<file path="src/sv/csd_pkg.sv">
// column separator detector package: item types, lane view, outcome codes
// and the candidate byte table
// no dependencies
package csd_pkg;

    localparam int NUM_CANDIDATES   = 5;
    localparam int COUNT_BITS       = 7;
    localparam int KNOWN_CANDIDATES = 5;

    localparam logic [COUNT_BITS-1:0] COUNT_MAX = {COUNT_BITS{1'b1}};

    localparam logic [7:0] LINE_SEP_RESET = 8'd10;

    // tab, comma, semicolon, period, space in priority order (index 0 is tab)
    localparam logic [KNOWN_CANDIDATES-1:0][7:0] CAND_BYTES =
        {8'd32, 8'd46, 8'd59, 8'd44, 8'd9};

    localparam logic [1:0] OUTCOME_CONSISTENT = 2'd0;
    localparam logic [1:0] OUTCOME_MISMATCHED = 2'd1;
    localparam logic [1:0] OUTCOME_NONE       = 2'd2;

    typedef struct packed {
        logic [7:0] text_byte;
        logic       is_final;
    } t_in_item;

    typedef struct packed {
        logic [7:0] chosen_separator;
        logic [1:0] outcome;
    } t_out_item;

    typedef struct packed {
        logic step;
        logic clear;
        logic is_sep;
        logic awaiting;
    } t_lane_ctl;

    typedef struct packed {
        logic                  active;
        logic [7:0]            cand;
        logic [COUNT_BITS-1:0] ref_cnt;
        logic                  mismatch;
    } t_lane_view;

endpackage

</file>
<file path="src/sv/csd_lane.sv">
// one candidate lane: per-line counter, reference count and mismatch flag
// depends on csd_pkg
module csd_lane
    import csd_pkg::*;
(
    input  logic       i_clk,
    input  logic       i_rst_n,
    input  t_lane_ctl  i_ctl,
    input  logic [7:0] i_text_byte,
    input  logic [7:0] i_line_sep,
    input  logic [7:0] i_cand_byte,
    input  logic       i_cand_known,
    output t_lane_view o_view
);

    logic [COUNT_BITS-1:0] r_count;
    logic [COUNT_BITS-1:0] r_ref;
    logic                  r_mis;
    logic [COUNT_BITS-1:0] n_count;
    logic [COUNT_BITS-1:0] n_ref;
    logic                  n_mis;
    logic                  active;
    logic                  hit;

    assign active = i_cand_known && (i_cand_byte != i_line_sep);
    assign hit    = active && (i_text_byte == i_cand_byte);

    always_comb begin
        n_ref   = r_ref;
        n_mis   = r_mis;
        n_count = r_count;
        if (i_ctl.is_sep) begin
            if (i_ctl.awaiting) begin
                n_ref = r_count;
            end else if (r_count != r_ref) begin
                n_mis = 1'b1;
            end
            n_count = '0;
        end else if (hit && (r_count != COUNT_MAX)) begin
            n_count = r_count + COUNT_BITS'(1);
        end
    end

    always_ff @(posedge i_clk) begin
        if (!i_rst_n || (i_ctl.step && i_ctl.clear)) begin
            r_count <= '0;
            r_ref   <= '0;
            r_mis   <= 1'b0;
        end else if (i_ctl.step) begin
            r_count <= n_count;
            r_ref   <= n_ref;
            r_mis   <= n_mis;
        end
    end

    // selection sees the state as updated by the current item
    assign o_view.active   = active;
    assign o_view.cand     = i_cand_byte;
    assign o_view.ref_cnt  = n_ref;
    assign o_view.mismatch = n_mis;

endmodule

</file>
<file path="src/sv/csd_select.sv">
// priority selection of the column separator from the lane views
// depends on csd_pkg
module csd_select
    import csd_pkg::*;
(
    input  t_lane_view i_view [NUM_CANDIDATES],
    output t_out_item  o_result
);

    always_comb begin
        logic done;
        done = 1'b0;
        o_result.chosen_separator = 8'd0;
        o_result.outcome          = OUTCOME_NONE;
        for (int j = 0; j < NUM_CANDIDATES; j++) begin
            if (!done && i_view[j].active && !i_view[j].mismatch
                    && (i_view[j].ref_cnt != '0)) begin
                o_result.chosen_separator = i_view[j].cand;
                o_result.outcome          = OUTCOME_CONSISTENT;
                done                      = 1'b1;
            end
        end
        for (int j = 0; j < NUM_CANDIDATES; j++) begin
            if (!done && i_view[j].active && i_view[j].mismatch) begin
                o_result.chosen_separator = i_view[j].cand;
                o_result.outcome          = OUTCOME_MISMATCHED;
                done                      = 1'b1;
            end
        end
    end

endmodule

</file>
<file path="src/sv/column_separator_detector.sv">
// column separator detector top level: input register, candidate lanes,
// selection and result register; depends on csd_pkg, csd_lane, csd_select
// bytes of a text file enter on the input channel (i_in_valid, o_in_stall,
// i_in_item), one item per byte, the last byte flagged with is_final
// one result item leaves on the output channel (o_out_valid, i_out_stall,
// o_out_item) for each final byte; other bytes give no result
// the line separator register is written through i_cfg_wr_en and i_cfg_wr_data;
// the user writes it only while no file is in flight; the block does not enforce this
// throughput is one byte per cycle while no final byte waits on a stalled result:
// all lanes count and compare in parallel between the input and result registers
// a final byte accepted into the input register has its result written into
// the result register when the byte leaves the input register
// when the receiver stalls, the result register holds its item; the input
// register still takes non-final bytes, and a final byte waits there
// until the result register is free
// after each result all lane state is cleared for the next file; the
// line separator register keeps its value
// synchronous reset clears both registers' valid flags and all lane
// state, and sets the line separator to 10
module column_separator_detector
    import csd_pkg::*;
(
    input  logic       i_clk,
    input  logic       i_rst_n,
    input  logic       i_cfg_wr_en,
    input  logic [7:0] i_cfg_wr_data,
    input  logic       i_in_valid,
    output logic       o_in_stall,
    input  t_in_item   i_in_item,
    output logic       o_out_valid,
    input  logic       i_out_stall,
    output t_out_item  o_out_item
);

    logic [7:0] r_line_sep_byte;
    logic       r_in_valid;
    t_in_item   r_in_item;
    logic       r_out_valid;
    t_out_item  r_out_item;
    logic       r_awaiting;

    logic       advance;
    logic       step;
    logic       in_accept;
    logic       is_sep;
    t_lane_ctl  lane_ctl;
    t_lane_view lane_view [NUM_CANDIDATES];
    t_out_item  sel_result;

    always_ff @(posedge i_clk) begin
        if (!i_rst_n) begin
            r_line_sep_byte <= LINE_SEP_RESET;
        end else if (i_cfg_wr_en) begin
            r_line_sep_byte <= i_cfg_wr_data;
        end
    end

    assign advance    = !r_in_item.is_final || !r_out_valid || !i_out_stall;
    assign step       = r_in_valid && advance;
    assign o_in_stall = r_in_valid && !advance;
    assign in_accept  = i_in_valid && !o_in_stall;
    assign is_sep     = (r_in_item.text_byte == r_line_sep_byte);

    always_ff @(posedge i_clk) begin
        if (!i_rst_n) begin
            r_in_valid <= 1'b0;
        end else if (in_accept) begin
            r_in_valid <= 1'b1;
        end else if (advance) begin
            r_in_valid <= 1'b0;
        end
    end

    always_ff @(posedge i_clk) begin
        if (in_accept) begin
            r_in_item <= i_in_item;
        end
    end

    always_ff @(posedge i_clk) begin
        if (!i_rst_n || (step && r_in_item.is_final)) begin
            r_awaiting <= 1'b1;
        end else if (step && is_sep) begin
            r_awaiting <= 1'b0;
        end
    end

    assign lane_ctl.step     = step;
    assign lane_ctl.clear    = r_in_item.is_final;
    assign lane_ctl.is_sep   = is_sep;
    assign lane_ctl.awaiting = r_awaiting;

    for (genvar g = 0; g < NUM_CANDIDATES; g++) begin : g_lane
        logic [7:0] cand_byte;
        logic       cand_known;
        if (g < KNOWN_CANDIDATES) begin : g_known
            assign cand_byte  = CAND_BYTES[g];
            assign cand_known = 1'b1;
        end else begin : g_spare
            assign cand_byte  = 8'd0;
            assign cand_known = 1'b0;
        end
        csd_lane u_lane (
            .i_clk        (i_clk),
            .i_rst_n      (i_rst_n),
            .i_ctl        (lane_ctl),
            .i_text_byte  (r_in_item.text_byte),
            .i_line_sep   (r_line_sep_byte),
            .i_cand_byte  (cand_byte),
            .i_cand_known (cand_known),
            .o_view       (lane_view[g])
        );
    end

    csd_select u_select (
        .i_view   (lane_view),
        .o_result (sel_result)
    );

    always_ff @(posedge i_clk) begin
        if (!i_rst_n) begin
            r_out_valid <= 1'b0;
        end else if (step && r_in_item.is_final) begin
            r_out_valid <= 1'b1;
        end else if (!i_out_stall) begin
            r_out_valid <= 1'b0;
        end
    end

    always_ff @(posedge i_clk) begin
        if (step && r_in_item.is_final) begin
            r_out_item <= sel_result;
        end
    end

    assign o_out_valid = r_out_valid;
    assign o_out_item  = r_out_item;

endmodule

</file>
<file path="config.mk">
export PLATFORM = sky130hd
export DESIGN_NAME = column_separator_detector
export DESIGN_NICKNAME = d
export VERILOG_FILES = /design/src/sv/csd_pkg.sv /design/src/sv/csd_lane.sv /design/src/sv/csd_select.sv /design/src/sv/column_separator_detector.sv
export SDC_FILE = /design/constraint.sdc
export NUM_CORES = 1
export LEC_CHECK = 0
export BUFFER_PORTS_ARGS = -buffer_cell sky130_fd_sc_hd__buf_4
export CORE_ASPECT_RATIO = 0.7
export CORE_MARGIN = 3
export CORE_UTILIZATION = 45
export CTS_BUF_LIST = sky130_fd_sc_hd__clkbuf_4
export CTS_CLUSTER_SIZE = 10
export DETAILED_ROUTE_END_ITERATION = 12
export PLACE_DENSITY_LB_ADDON = 0.3
export SYNTH_ARGS = -nofsm -noshare
export SYNTH_HDL_FRONTEND = slang
export SYNTH_SLANG_ARGS = --single-unit
</file>
<file path="constraint.sdc">
create_clock -name i_clk -period 2.42 [get_ports i_clk]
set_input_delay 0.121 -clock i_clk [delete_from_list [all_inputs] [get_ports i_clk]]
set_output_delay 0.121 -clock i_clk [all_outputs]
set_load 0.005 [all_outputs]
</file>
# ---- Yosys cells after proc, flatten, opt, wreduce, memory -nomap -nowiden
# Cells that the tools add are included.
dict set report op_classes {
  n_addsub 5
  multipliers 0
  n_div 0
  magnitude_cmp 0
  n_eq_ne 22
  n_shift 0
  muxes 57
  bitwise_logic 0
  n_reduce_logical 82
}
# operator n
set ops {}
lappend ops {{2-to-1 mux 7 bit} 22}
lappend ops {{2-to-1 mux 8 bit} 5}
lappend ops {{logical AND 1 bit} 39}
lappend ops {{adder 7 x 1 -> 7 bit (second input constant)} 5}
lappend ops {{inequality test 7 bit} 5}
lappend ops {{inequality test 7 bit (second input constant)} 5}
lappend ops {{nonzero test 7 bit} 5}
lappend ops {{equality test 8 x 6 -> 1 bit (second input constant)} 4}
lappend ops {{inequality test 6 x 8 -> 1 bit (first input constant)} 4}
lappend ops {{2-to-1 mux 1 bit} 28}
lappend ops {{zero test 1 bit} 20}
lappend ops {{2-to-1 mux 6 bit} 2}
lappend ops {{nonzero test 2 bit} 6}
lappend ops {{AND reduction 2 bit} 5}
lappend ops {{OR reduction 9 bit} 1}
lappend ops {{equality test 8 x 4 -> 1 bit (second input constant)} 1}
lappend ops {{equality test 8 bit} 1}
lappend ops {{inequality test 4 x 8 -> 1 bit (first input constant)} 1}
lappend ops {{OR reduction 5 bit} 1}
lappend ops {{OR reduction 4 bit} 1}
lappend ops {{logical OR 1 bit} 3}
lappend ops {{inequality test 2 x 1 -> 1 bit (second input constant)} 1}
lappend ops {{OR reduction 2 bit} 1}
dict set report totals {
  regBits 105
  latch_bits 0
  mem_bits_rw 0
  mem_bits_ro 0
  in_bits 22
  memories 0
}

# ---- Longest topological paths before layout
# Gate-level depths: netlist of run 1.
dict set report depth {
  word_depth 48
  ltp_mapped 10
}

# ---- By module
# From an unflattened synthesis of run 1, not the netlist that was laid out.
dict set report unflattened {
  hier_cells 936
  hier_area_um2 8180.3
}
# module instances cells_each area_per_inst_um2 seq_area_each_um2
set by_module_without_submodules {}
lappend by_module_without_submodules {csd_lane 5 137 1191.1 300.3}
lappend by_module_without_submodules {csd_select 1 178 1149.9 0.0}
lappend by_module_without_submodules {column_separator_detector 1 73 1074.8 790.8}

# ---- Worst setup path before layout of run 1
# OpenSTA, ideal clock, no wires.
dict set report synth_path {
  kind {reg-to-reg}
  start {reg r_in_item[4] (netlist name)}
  end {reg r_out_item, in the netlist o_out_item[6] (data pin)}
  setup_ns 0.180
  t_arrival_ns 2.196
  t_required_ns 2.240
  setup_slack_ns 0.044
  path_stages_with_launch 9
  path_cell_list {edfxtp_1 xor2_1 nor4_2 and2_1 buf_6 a311oi_1 a22oi_4 nand4_4 o41ai_2}
}
dict set report synth_via {
  elab_chain_len 46
  elab_cells_between_ends 70
}
# item line_no
set synth_rtl {}
lappend synth_rtl {{start, declared} column_separator_detector.sv:37} ;# t_in_item r_in_item;
lappend synth_rtl {{start signal, assigned} column_separator_detector.sv:76} ;# r_in_item <= i_in_item;
lappend synth_rtl {{equality test 8 bit *} column_separator_detector.sv:62} ;# assign is_sep = (r_in_item.text_byte == r_line_sep_byte);
lappend synth_rtl {{parallel branches: the longest is 45 deep, another holds 2-to-1 mux 7 bit} -}
lappend synth_rtl {{end signal, assigned} column_separator_detector.sv:132} ;# r_out_item <= sel_result;
lappend synth_rtl {{end, declared} column_separator_detector.sv:39} ;# t_out_item r_out_item;
# Every way passes the cells marked *.
# A chain may end at the register's enable or synchronous reset.

# ---- Final worst setup path of run 1
dict set report layout_path {
  start {reg r_in_item[7] (netlist name)}
  end {reg g_lane[3].u_lane.r_count[3]}
}
dict set report layout_via {
  elab_chain_len 5
  elab_cells_between_ends 7
}
# item line_no
set layout_rtl {}
lappend layout_rtl {{equality test 8 x 6 -> 1 bit} csd_lane.sv:26} ;# assign hit = active && (i_text_byte == i_cand_byte);
lappend layout_rtl {{logical AND 1 bit} csd_lane.sv:26}
lappend layout_rtl {{logical AND 1 bit} csd_lane.sv:39} ;# end else if (hit && (r_count != COUNT_MAX)) begin
lappend layout_rtl {{nonzero test 2 bit (no source line)} -}
lappend layout_rtl {{AND reduction 2 bit (no source line)} -}
lappend layout_rtl {{end signal, assigned} csd_lane.sv:50} ;# r_count <= n_count;
lappend layout_rtl {{end, declared} csd_lane.sv:16} ;# logic [COUNT_BITS-1:0] r_count;
# Parallel ways exist; a longest one is shown, timed or not.

==> qor.txt, run 1 <==
DRT Pass-1 Iters -> 5
Achievable frequency -> 0.3980 GHz
Most frequent cells in the layout -> buf_4, dfxtp_1, nor2_1
Crit path max-delay cell type -> or4b_4
Post-route ant nets -> 0
Crit. End Element -> flop
Initial antenna violation count -> 0
Vias per inst -> 5.432
CP required -> 2820 ps
Yosys warnings -> 0
Post-synth EDFFs -> 17
Busiest grt layer -> met2
DP Wirelength -> 9103 um
Top delay family on crit path -> simple AND/OR/NAND/NOR gates
Clock share of power -> 0.332
Clk_lat worst skew -> 470 ps
Initial core utilization -> 0.4791
Setup Viol. Count Final -> 6
Hold Vio Cnt, Final -> 0
Kind of start point of the critical path -> flop
Clock period minus worst slack -> 2513 ps
Die Y -> 95.32 um
PwrDens -> 447.0 mW/mm^2
Core Box Area -> 0.01071 mm^2
Pins over their slew limit -> 0
Met1 Usage GRT -> 0.2959
Leak -> 3.151 nW
CP peak stage delay -> 530 ps
Arr. time, crit path -> 2910 ps
Measured slew at the worst slew-check pin -> 719.8 ps
GR Overflow Total -> 0
Reg clk slew, reported paths -> 150 ps
RSZ-0062 raised after global routing -> true
Clock buffer depth -> 2
Yosys reg bits -> 103
Synth area leaders -> dfxtp_1, edfxtp_1, mux2i_1
Drt total wl -> 13020 um
Avg Inst Size Synth -> 9.480 um^2
Logic pwr share -> 0.078
Cells along the critical path -> buf_6, or4b_4, nor3_4, or4b_4, and2_4, or3_1, a21oi_1
Maxcap violations -> 0
Root Buffer -> clkbuf_4
Post-route setup slack -> -92.63 ps
Reg area -> 0.002232 mm^2
Cell area after synthesis -> 0.005129 mm^2
Sequential cell area fraction in the yosys report -> 0.4352
Sequential Power Share -> 0.590
Core Rows -> 31
Final instance area -> 0.006741 mm^2
Largest area contributor in the netlist -> dfxtp_1
Die width -> 133.6 um
GP Congestion -> 0.8728
Hold crit path type -> in -> reg
Failing checks -> setup timing
Drt drc -> 0
Multi-input logic area -> 0.002928 mm^2
P&R area growth vs syn -> 31.45%
Worst vdd ir -> 0.0003426 V
Worst slack, placed -> -170.6 ps
Met2 usage -> 0.3226
Internal -> 2.315 mW
CTS tree -> yes
Total CTS buffers -> 9
CP Max Fanout -> 3
Crit path kind -> reg -> reg
Top FF cell, synth -> dfxtp_1
Async set-reset flop share out of synthesis -> 0
Setup Skew -> 26.16 ps
Placed instance area -> 0.006001 mm^2
H-Tree Level Count -> 3
Ant diodes -> 0
Power Total -> 3.013 mW
Mapped Cells -> 541
Vias in the first global route -> 4197
Outcome -> complete, but fails checks
Routed vias -> 4438
Iteration-0 DRC Markers -> 250
First-pass GRT wire length -> 21190 um
Gr usage total -> 0.2082
Utilization after layout -> 0.6297
Layout cells sized above 1 -> 0.2571
Slew Limit Headroom -> 0.5191
# nets final -> 691
Wire per inst -> 15.93 um
IO Pins -> 34
Post-synth top area share -> 0.3357
Fill cells -> 926
Clock sinks -> 103
Switching portion of total power -> 0.2318
Final period utilization -> 1.038
GR Layer Usage met3 -> 0.05169
I/O Buffers -> 31
Number of buffer and inverter stages on the critical path -> 1
Die Area -> 0.01273 mm^2
Net Sw Power -> 698.5 uW
Synth cell types -> 63
Most common cell after layout, fill and taps aside -> buf_4
Pin count of the biggest net entering global routing -> 44
CP most frequent cell -> or4b_4
==> per-stage QoR <==
step	TNS (ps)	hold WS, ps	cells
after CTS	-92.07	159.4	813
after global placement	-8.230	300.1	765
final	-277.9	183.3	817
after detailed placement	-462.1	300.5	765
after global routing	-1114	169.3	817
after floorplan	0	219.9	542
==> final cells by class <==
cell class,instances,share of cell area
Tap cell,148,0.02747
Multi-Input combinational cell,400,0.4343
Clock buffer,10,0.01114
Clock inverter,6,0.01244
Inverter,7,0.003898
Timing Repair Buffer,143,0.1797
Sequential cell,103,0.3311
==> path summary, 6_finish.rpt <==
| path | from | to | slack (ps) | cells after the start |
|---|---|---|---|---|
| worst max-delay path | r_in_item[7]$_DFFE_PP_ | g_lane[3].u_lane.r_count[3]$_SDFFE_PP0P_ | -90 | 7 |
| worst min-delay path | i_rst_n | g_lane[0].u_lane.r_count[5]$_SDFFE_PP0P_ | 180 | 3 |
| worst max register to register | r_in_item[7]$_DFFE_PP_ | g_lane[3].u_lane.r_count[3]$_SDFFE_PP0P_ | -90 | 7 |
| worst min register to register | g_lane[1].u_lane.r_mis$_SDFFE_PP0P_ | g_lane[1].u_lane.r_mis$_SDFFE_PP0P_ | 530 | 2 |
==> routing by layer <==
layer  wire, um  up-vias
met5          0        -
met4        125        0
met3        667       14
met2       5903      125
met1       6319     2126
li1           -     2173
==> kinds of logic after synthesis <==
| logic type | after synthesis | share of synthesized area |
|---|---|---|
| xor+xnor | 59 | 0.1008 |
| compound gates | 65 | 0.1000 |
| simple gates | 224 | 0.2288 |
| buf+inv | 39 | 0.03440 |
| other cells | 1 | 0.0007312 |
| fa+ha+maj | 5 | 0.01220 |
| mux | 45 | 0.08783 |
| flops | 103 | 0.4352 |
==> power groups by stage <==
| stage | Combinational (mW) | Sequential [mW] | Clock [mW] |
|---|---|---|---|
| after floorplan | 0.0855 | 1.82 | 0 |
| after global placement | 0.178 | 1.81 | 0 |
| after detailed placement | 0.181 | 1.81 | 0 |
| after CTS | 0.227 | 1.78 | 1.01 |
| after global routing | 0.255 | 1.78 | 1.09 |
| final | 0.236 | 1.78 | 1.00 |
==> registers in the layout, indices dropped and copies added, names as in the netlist <==
name / flops
g_lane.u_lane.r_count: 35
g_lane.u_lane.r_mis: 5
g_lane.u_lane.r_ref: 35
lane_ctl: 1
o_out_item: 8
o_out_valid: 1
r_awaiting: 1
r_in_item: 8
r_in_valid: 1
r_line_sep_byte: 8
==> cells in the mapped netlist (4+ instances only) <==
library cell  instances
a21o_1                4
a21oi_1              10
a22oi_1               4
a31oi_1               8
and2_1                5
and3_1                9
buf_2                 6
clkbuf_1             22
dfxtp_1              86
edfxtp_1             17
ha_1                  5
inv_1                 7
mux2i_1              45
nand2_1              30
nand3_1              16
nand4_1              14
nor2_1               83
nor2b_1              12
nor3_1               13
nor4_1               13
nor4b_1               5
o211ai_1              4
o21ai_0               5
or4_1                 6
xnor2_1              15
xor2_1               44
==> worst register-to-register path: cells and delay by family, from the launching register on <==
kind | cells | cell delay, ps
AOI/OAI and AO/OA | 1 | 140
DFF | 1 | 450
buffers and inverters | 1 | 140
and+or+nand+nor | 5 | 1720
==> what timing repair did <==
item / CTS / global route
endpoints found under the hold margin: 19 / 0
resized for setup: 11 / 30
buffers inserted: 1 / 4
endpoints found under the setup margin: 10 / 26
pin swaps: 4 / 19
hold buffers: 31 / 0
Note: power is estimated with default switching activity, not from simulation.
==> run 2, diff against run 1 <==
CTS_BUF_LIST = default   (was sky130_fd_sc_hd__clkbuf_4)
REMOVE_ABC_BUFFERS = 1   (was default)
==> run 2 against run 1 <==
The flow still finishes with violations (setup timing); global-route usage is 1.1 points lower; clock power grew 41%; cell count decreased by 3.4%; sequential share of layout area is 0.97 points higher; combinational power down 16%; total power up 13%; largest power group unchanged.
==> qor.txt, run 2 (synthesized netlist as in run 1, its figures left out) <==
Outcome -> complete, but fails checks (unchanged)
Failing checks -> setup timing (unchanged)
Min Hold Slack -> 22.59 ps (was 183.3 ps)
Hold Vio Cnt, Final -> 0 (unchanged)
GR Overflow Total -> 0 (unchanged)
Clk_lat worst skew -> 350 ps (was 470 ps)
Post-route ant nets -> 0 (unchanged)
Crit. End Element -> flop (unchanged)
Maxcap violations -> 0 (unchanged)
Crit path kind -> reg -> reg (unchanged)
Reg2reg start -> r_in_item[5]$_DFFE_PP_ (was r_in_item[7]$_DFFE_PP_)
R2R cell count -> 7 (unchanged)
Ant diodes -> 0 (unchanged)
GP Congestion -> 0.8430 (was 0.8728)
IO Pins -> 34 (unchanged)
Measured slew at the worst slew-check pin -> 777.7 ps (was 719.8 ps)
Core Box Area -> 0.01071 mm^2 (unchanged)
Setup Viol. Count Final -> 2 (was 6)
Die width -> 133.6 um (unchanged)
Gr usage total -> 0.1975 (was 0.2082)
Pin count of the biggest net entering global routing -> 35 (was 44)
Arr. time, crit path -> 2750 ps (was 2910 ps)
Most common cell after layout, fill and taps aside -> buf_4 (unchanged)
I/O Buffers -> 31 (unchanged)
Slew Limit Headroom -> 0.4805 (was 0.5191)
Worst vdd ir -> 0.0003166 V (was 0.0003426 V)
Setup Skew -> 4.294 ps (was 26.16 ps)
Utilization after layout -> 0.6124 (was 0.6297)
# nets final -> 663 (was 691)
Post-Place Cells -> 758 (was 765)
Setup crit end -> g_lane[3].u_lane.r_count[3]$_SDFFE_PP0P_ (unchanged)
DRT Pass-1 Iters -> 5 (unchanged)
Reg-to-reg slack, setup -> -50 ps (was -90 ps)
Leak -> 3.042 nW (was 3.151 nW)
Clock period minus worst slack -> 2468 ps (was 2513 ps)
Die Y -> 95.32 um (unchanged)
CP Max Fanout -> 3 (unchanged)
Iteration-0 DRC Markers -> 299 (was 250)
Capture point of the worst reg-to-reg path -> g_lane[3].u_lane.r_count[3]$_SDFFE_PP0P_ (unchanged)
RSZ-0062 raised after global routing -> true (unchanged)
Layout Cells excl Fill -> 789 (was 817)
CP Launch Point -> r_in_item[5]$_DFFE_PP_ (was r_in_item[7]$_DFFE_PP_)
Die Area -> 0.01273 mm^2 (unchanged)
Initial core utilization -> 0.4791 (unchanged)
Core Rows -> 31 (unchanged)
Achievable frequency -> 0.4053 GHz (was 0.3980 GHz)
CTS tree -> yes (unchanged)
Vias in the first global route -> 4134 (was 4197)
PwrDens -> 517.2 mW/mm^2 (was 447.0 mW/mm^2)
H-Tree Level Count -> 3 (unchanged)
Pins over their slew limit -> 0 (unchanged)
DP Wirelength -> 9060 um (was 9103 um)
Clock sinks -> 103 (unchanged)
First-pass GRT wire length -> 20180 um (was 21190 um)
Drt drc -> 0 (unchanged)
Drt total wl -> 12430 um (was 13020 um)
Clock buffer depth -> 2 (unchanged)
Largest regs -> g_lane.u_lane.r_count x35, g_lane.u_lane.r_ref x35 (unchanged)
Post-route setup slack -> -47.55 ps (was -92.63 ps)
Routed vias -> 4267 (was 4438)
Vias per inst -> 5.408 (was 5.432)
Placed instance area -> 0.005948 mm^2 (was 0.006001 mm^2)
Hold crit path type -> in -> reg (unchanged)
P&R area growth vs syn -> 27.84% (was 31.45%)
CP required -> 2700 ps (was 2820 ps)
Initial antenna violation count -> 0 (unchanged)
Root Buffer -> clkbuf_16 (was clkbuf_4)
Wire per inst -> 15.75 um (was 15.93 um)
Layout cells sized above 1 -> 0.2512 (was 0.2571)
Total CTS buffers -> 9 (unchanged)
Final period utilization -> 1.020 (was 1.038)
Final instance area -> 0.006556 mm^2 (was 0.006741 mm^2)
Kind of start point of the critical path -> flop (unchanged)
Reg clk slew, reported paths -> 60 ps (was 150 ps)
Most frequent cells in the layout -> buf_4, dfxtp_1, nor2_1 (unchanged)
## run 2: cell count changes in the layout (fill, tap and decap cells not counted), moves of 2 or more
cell and delta:
a21oi_1 +2, a31oi_2 +2, buf_4 -5, buf_6 -2, clkbuf_1 +3, clkbuf_16 +9
clkbuf_4 -10, dfxtp_1 -2, dfxtp_2 +2, dlygate4sd3_1 -19, nor4_1 +3, nor4_2 -3
## run 2: final cells by class
class,instances,area (um^2)
multi-input combinational,400,2899
inverter,7,26.28
timing repair buffer,115,925.9
sequential,103,2235
fill,906,4149
clock inverter,4,48.80
clock buffer,12,236.5
tap,148,185.2
## run 2: worst min-delay path by stage
stage	to	slack, ps	start	cells past startpoint
finish	r_line_sep_byte[1]$_SDFFE_PN1P_	20	i_rst_n	2
global route	r_line_sep_byte[1]$_SDFFE_PN1P_	20	i_rst_n	2
floorplan	r_line_sep_byte[1]$_SDFFE_PN1P_	180	i_rst_n	1
detailed placement	r_in_item[7]$_DFFE_PP_	300	i_in_item[7]	1
CTS	r_line_sep_byte[1]$_SDFFE_PN1P_	20	i_rst_n	2
global placement	r_in_item[7]$_DFFE_PP_	300	i_in_item[7]	1
## run 2: metal layers
layer | part of all wire | track usage
met1 | 0.50 | 0.2764
met2 | 0.44 | 0.3171
met3 | 0.053 | 0.04378
met4 | 0.0072 | 0.04110
met5 | 0 | 0
## run 2: through the flow
step                power [mW]  TNS [ps]  setup WS (ps)
finish                   3.391    -72.56         -47.55
global placement         1.980    -76.26         -76.26
global route             3.493    -700.9         -126.4
floorplan                1.888    -35610          -1003
CTS                      3.408         0          1.300
detailed placement       1.987    -208.9         -140.6
## run 2: timing repair
| action | in CTS | in global routing |
|---|---|---|
| gates resized for setup | 9 | 27 |
| endpoints found under the setup margin | 6 | 11 |
| hold buffers | 12 | 0 |
| buffers inserted | 0 | 3 |
| hold endpoints to repair | 12 | 0 |
| pin swaps | 2 | 11 |
## run 2: worst max-delay path, stage by stage (launching register included)
cell and delay [ps]:
edfxtp_1 400, buf_4 160, or4b_4 510, nor3_4 200, or4b_4 480, and2_4 180, or3_1 330, a21oi_1 130
## run 2: report_power, final
group	internal [mW]	leakage (nW)	total [mW]	switching, mW
sequential	1.76	0.863	1.78	0.0168
clock	0.800	0.130	1.41	0.615
combinational	0.0952	2.05	0.199	0.104
==> run 3, diff against run 2 <==
SYNTH_HIERARCHICAL = 1   (was default)
==> run 3 against run 2 <==
Clock skew grew 5.0 ps; combinational power grew to 2.8 times the previous value; register-to-register slack lost 1300 ps; fmax shrank 35%; the flow still finishes with violations (setup timing); die area grew 56%; utilization shrank 0.55 points; synthesized cell count grew 73%.
==> qor.txt, run 3 <==
Clock sinks -> 105 (was 103)
Ant diodes -> 0 (unchanged)
Die Y -> 118.8 um (was 95.32 um)
Avg Inst Size Synth -> 8.740 um^2 (was 9.480 um^2)
Sequential cell area fraction in the yosys report -> 0.2802 (was 0.4352)
WHS Path Cells -> 3 (was 2)
I/O Buffers -> 33 (was 31)
Achievable frequency -> 0.2646 GHz (was 0.4053 GHz)
Clk_lat worst skew -> 370 ps (was 350 ps)
Initial core utilization -> 0.4683 (was 0.4791)
Setup Skew -> 9.333 ps (was 4.294 ps)
CTS tree -> yes (unchanged)
Die width -> 167.2 um (was 133.6 um)
Wire per inst -> 16.09 um (was 15.75 um)
Total CTS buffers -> 9 (unchanged)
Clock buffer depth -> 2 (unchanged)
Core Box Area -> 0.01747 mm^2 (was 0.01071 mm^2)
Root Buffer -> clkbuf_16 (unchanged)
Leak -> 4.773 nW (was 3.042 nW)
CP required -> 2540 ps (was 2700 ps)
Mapped Cells -> 936 (was 541)
Post-synth top area share -> 0.2105 (was 0.3357)
Setup Viol. Count Final -> 11 (was 2)
Capture point of the worst reg-to-reg path -> o_out_item[3]$_DFFE_PP_ (was g_lane[3].u_lane.r_count[3]$_SDFFE_PP0P_)
Vias in the first global route -> 7235 (was 4134)
PwrDens -> 363.8 mW/mm^2 (was 517.2 mW/mm^2)
Top FF cell, synth -> dfxtp_1 (unchanged)
Cells along the critical path -> xnor2_2, nand4_1, nor2_4, buf_6, nand2_4, mux2_2, or4_4, o41a_1, a311oi_2, o22ai_1, a211oi_2, o21ai_1 (was buf_4, or4b_4, nor3_4, or4b_4, and2_4, or3_1, a21oi_1)
Post-route ant nets -> 0 (unchanged)
Reg clk slew, reported paths -> 80 ps (was 60 ps)
First-pass GRT wire length -> 37380 um (was 20180 um)
Yosys warnings -> 6 (was 0)
Utilization after layout -> 0.6069 (was 0.6124)
Reg-to-reg slack, setup -> -1360 ps (was -50 ps)
Setup crit end -> o_out_item[3]$_DFFE_PP_ (was g_lane[3].u_lane.r_count[3]$_SDFFE_PP0P_)
Final period utilization -> 1.561 (was 1.020)
Gr usage total -> 0.2293 (was 0.1975)
Synth top cells by count -> dfxtp_1, nor2_1, nand2_1 (was dfxtp_1, nor2_1, mux2i_1)
Synth area leaders -> dfxtp_1, edfxtp_1, xor2_1 (was dfxtp_1, edfxtp_1, mux2i_1)
Async set-reset flop share out of synthesis -> 0 (unchanged)
Die Area -> 0.01986 mm^2 (was 0.01273 mm^2)
Hold crit path type -> in -> reg (unchanged)
Drt drc -> 0 (unchanged)
DP Wirelength -> 16500 um (was 9060 um)
Pin count of the biggest net entering global routing -> 26 (was 35)
IO Pins -> 34 (unchanged)
Post-synth EDFFs -> 19 (was 17)
Slew Limit Headroom -> 0.5493 (was 0.4805)
Pins over their slew limit -> 0 (unchanged)
Reg2reg start -> r_in_item[5]$_DFFE_PP_ (unchanged)
Measured slew at the worst slew-check pin -> 671.1 ps (was 777.7 ps)
GP Congestion -> 0.9103 (was 0.8430)
Most frequent cells in the layout -> buf_4, conb_1, dfxtp_1 (was buf_4, dfxtp_1, nor2_1)
Synth cell types -> 71 (was 63)
Drt total wl -> 23280 um (was 12430 um)
Most numerous cell in the Yosys netlist -> dfxtp_1 (unchanged)
Clock period minus worst slack -> 3779 ps (was 2468 ps)
Yosys reg bits -> 105 (was 103)
CP Launch Point -> r_in_item[5]$_DFFE_PP_ (unchanged)
Outcome -> complete, but fails checks (unchanged)
Hold Vio Cnt, Final -> 0 (unchanged)
Core Rows -> 40 (was 31)
P&R area growth vs syn -> 29.60% (was 27.84%)
CP Max Fanout -> 7 (was 3)
Crit path max-delay cell type -> or4_4 (was or4b_4)
GR Overflow Total -> 0 (unchanged)
Arr. time, crit path -> 3900 ps (was 2750 ps)
Cell area after synthesis -> 0.008180 mm^2 (was 0.005129 mm^2)
Failing checks -> setup timing (unchanged)
H-Tree Level Count -> 3 (unchanged)
Vias per inst -> 5.332 (was 5.408)
Crit. End Element -> flop (unchanged)
Layout cells sized above 1 -> 0.3018 (was 0.2512)
DRT Pass-1 Iters -> 5 (unchanged)
Worst vdd ir -> 0.0002620 V (was 0.0003166 V)
Power Total -> 3.857 mW (was 3.391 mW)
R2R cell count -> 12 (was 7)
Largest area contributor in the netlist -> dfxtp_1 (unchanged)
CP peak stage delay -> 560 ps (was 510 ps)
Kind of start point of the critical path -> flop (unchanged)
Maxcap violations -> 0 (unchanged)
Routed vias -> 7716 (was 4267)
Crit path kind -> reg -> reg (unchanged)
RSZ-0062 raised after global routing -> true (unchanged)
# nets final -> 1238 (was 663)
Iteration-0 DRC Markers -> 738 (was 299)
Post-route setup slack -> -1359 ps (was -47.55 ps)
Most common cell after layout, fill and taps aside -> buf_4 (unchanged)
Initial antenna violation count -> 0 (unchanged)
==> run 3: final cells by class <==
cell class | instances | area (um^2)
fill | 1431 | 6865
multi-input combinational | 828 | 5761
sequential | 105 | 2292
timing repair buffer | 237 | 1863
tap | 231 | 289.0
clock buffer | 9 | 225.2
inverter | 30 | 112.6
clock inverter | 7 | 58.81
==> run 3: kinds of logic after synthesis <==
logic type      after synthesis  synth area share
simple gates                328            0.2242
compound gates              167            0.1528
buf+inv                     126           0.09544
xor+xnor                    123            0.1363
flops                       105            0.2802
mux                          80            0.1025
fa+ha+maj                     5          0.007648
other cells                   2         0.0009181
==> run 3: where the power goes <==
group          switching (mW)  internal [mW]  total, mW
logic                   0.316          0.249      0.565
clock network           0.753          0.722       1.47
registers              0.0197           1.80       1.82
total                    1.09           2.77       3.86
==> run 3: stage by stage <==
| step | TNS (ps) | cell area (um^2) | hold WS (ps) | worst slack (ps) | cells |
|---|---|---|---|---|---|
| global route | -15060 | 10600 | 7.542 | -1500 | 1447 |
| finish | -13270 | 10600 | 9.224 | -1359 | 1447 |
| floorplan | -225260 | 7974 | 182.9 | -3223 | 963 |
| global placement | -11450 | 9799 | 300.6 | -1231 | 1394 |
| detailed placement | -12910 | 9799 | 302.9 | -1400 | 1394 |
| CTS | -12430 | 10410 | 6.284 | -1182 | 1444 |
==> run 3: per-layer routing <==
layer  GRT usage  vias up  wire length [um]
met5           0        -                 0
met4     0.05416        0               252
met3     0.05316       25              1650
met2      0.3383      264             10120
met1      0.3387     3660             11260
li1            -     3767                 -
==> run 3: worst min path at each step <==
| stage | from | to |
|---|---|---|
| after floorplan | i_rst_n | r_line_sep_byte[1]$_SDFFE_PN1P_ |
| after global placement | i_in_item[5] | r_in_item[5]$_DFFE_PP_ |
| after detailed placement | i_in_item[5] | r_in_item[5]$_DFFE_PP_ |
| after CTS | i_cfg_wr_data[3] | r_line_sep_byte[3]$_SDFFE_PN1P_ |
| after global routing | i_cfg_wr_data[3] | r_line_sep_byte[3]$_SDFFE_PN1P_ |
| final | i_cfg_wr_data[3] | r_line_sep_byte[3]$_SDFFE_PN1P_ |
==> run 3: timing repair <==
action | 4_1_cts | 5_1_grt
buffers inserted | 22 | 9
gates cloned | 0 | 1
endpoints found under the setup margin | 10 | 15
hold endpoints to repair | 12 | 0
pin swaps | 4 | 20
hold buffers | 12 | 0
gates resized for setup | 10 | 34
==> run 3: critical path, delay by kind of cell (launching register included) <==
kind / cells / cell delay (ps)
multiplexers: 1 / 300
AO/OA/AOI/OAI: 5 / 1280
XOR/XNOR: 1 / 190
AND/OR/NAND/NOR: 4 / 1150
flip-flops: 1 / 450
buffers and inverters: 1 / 140
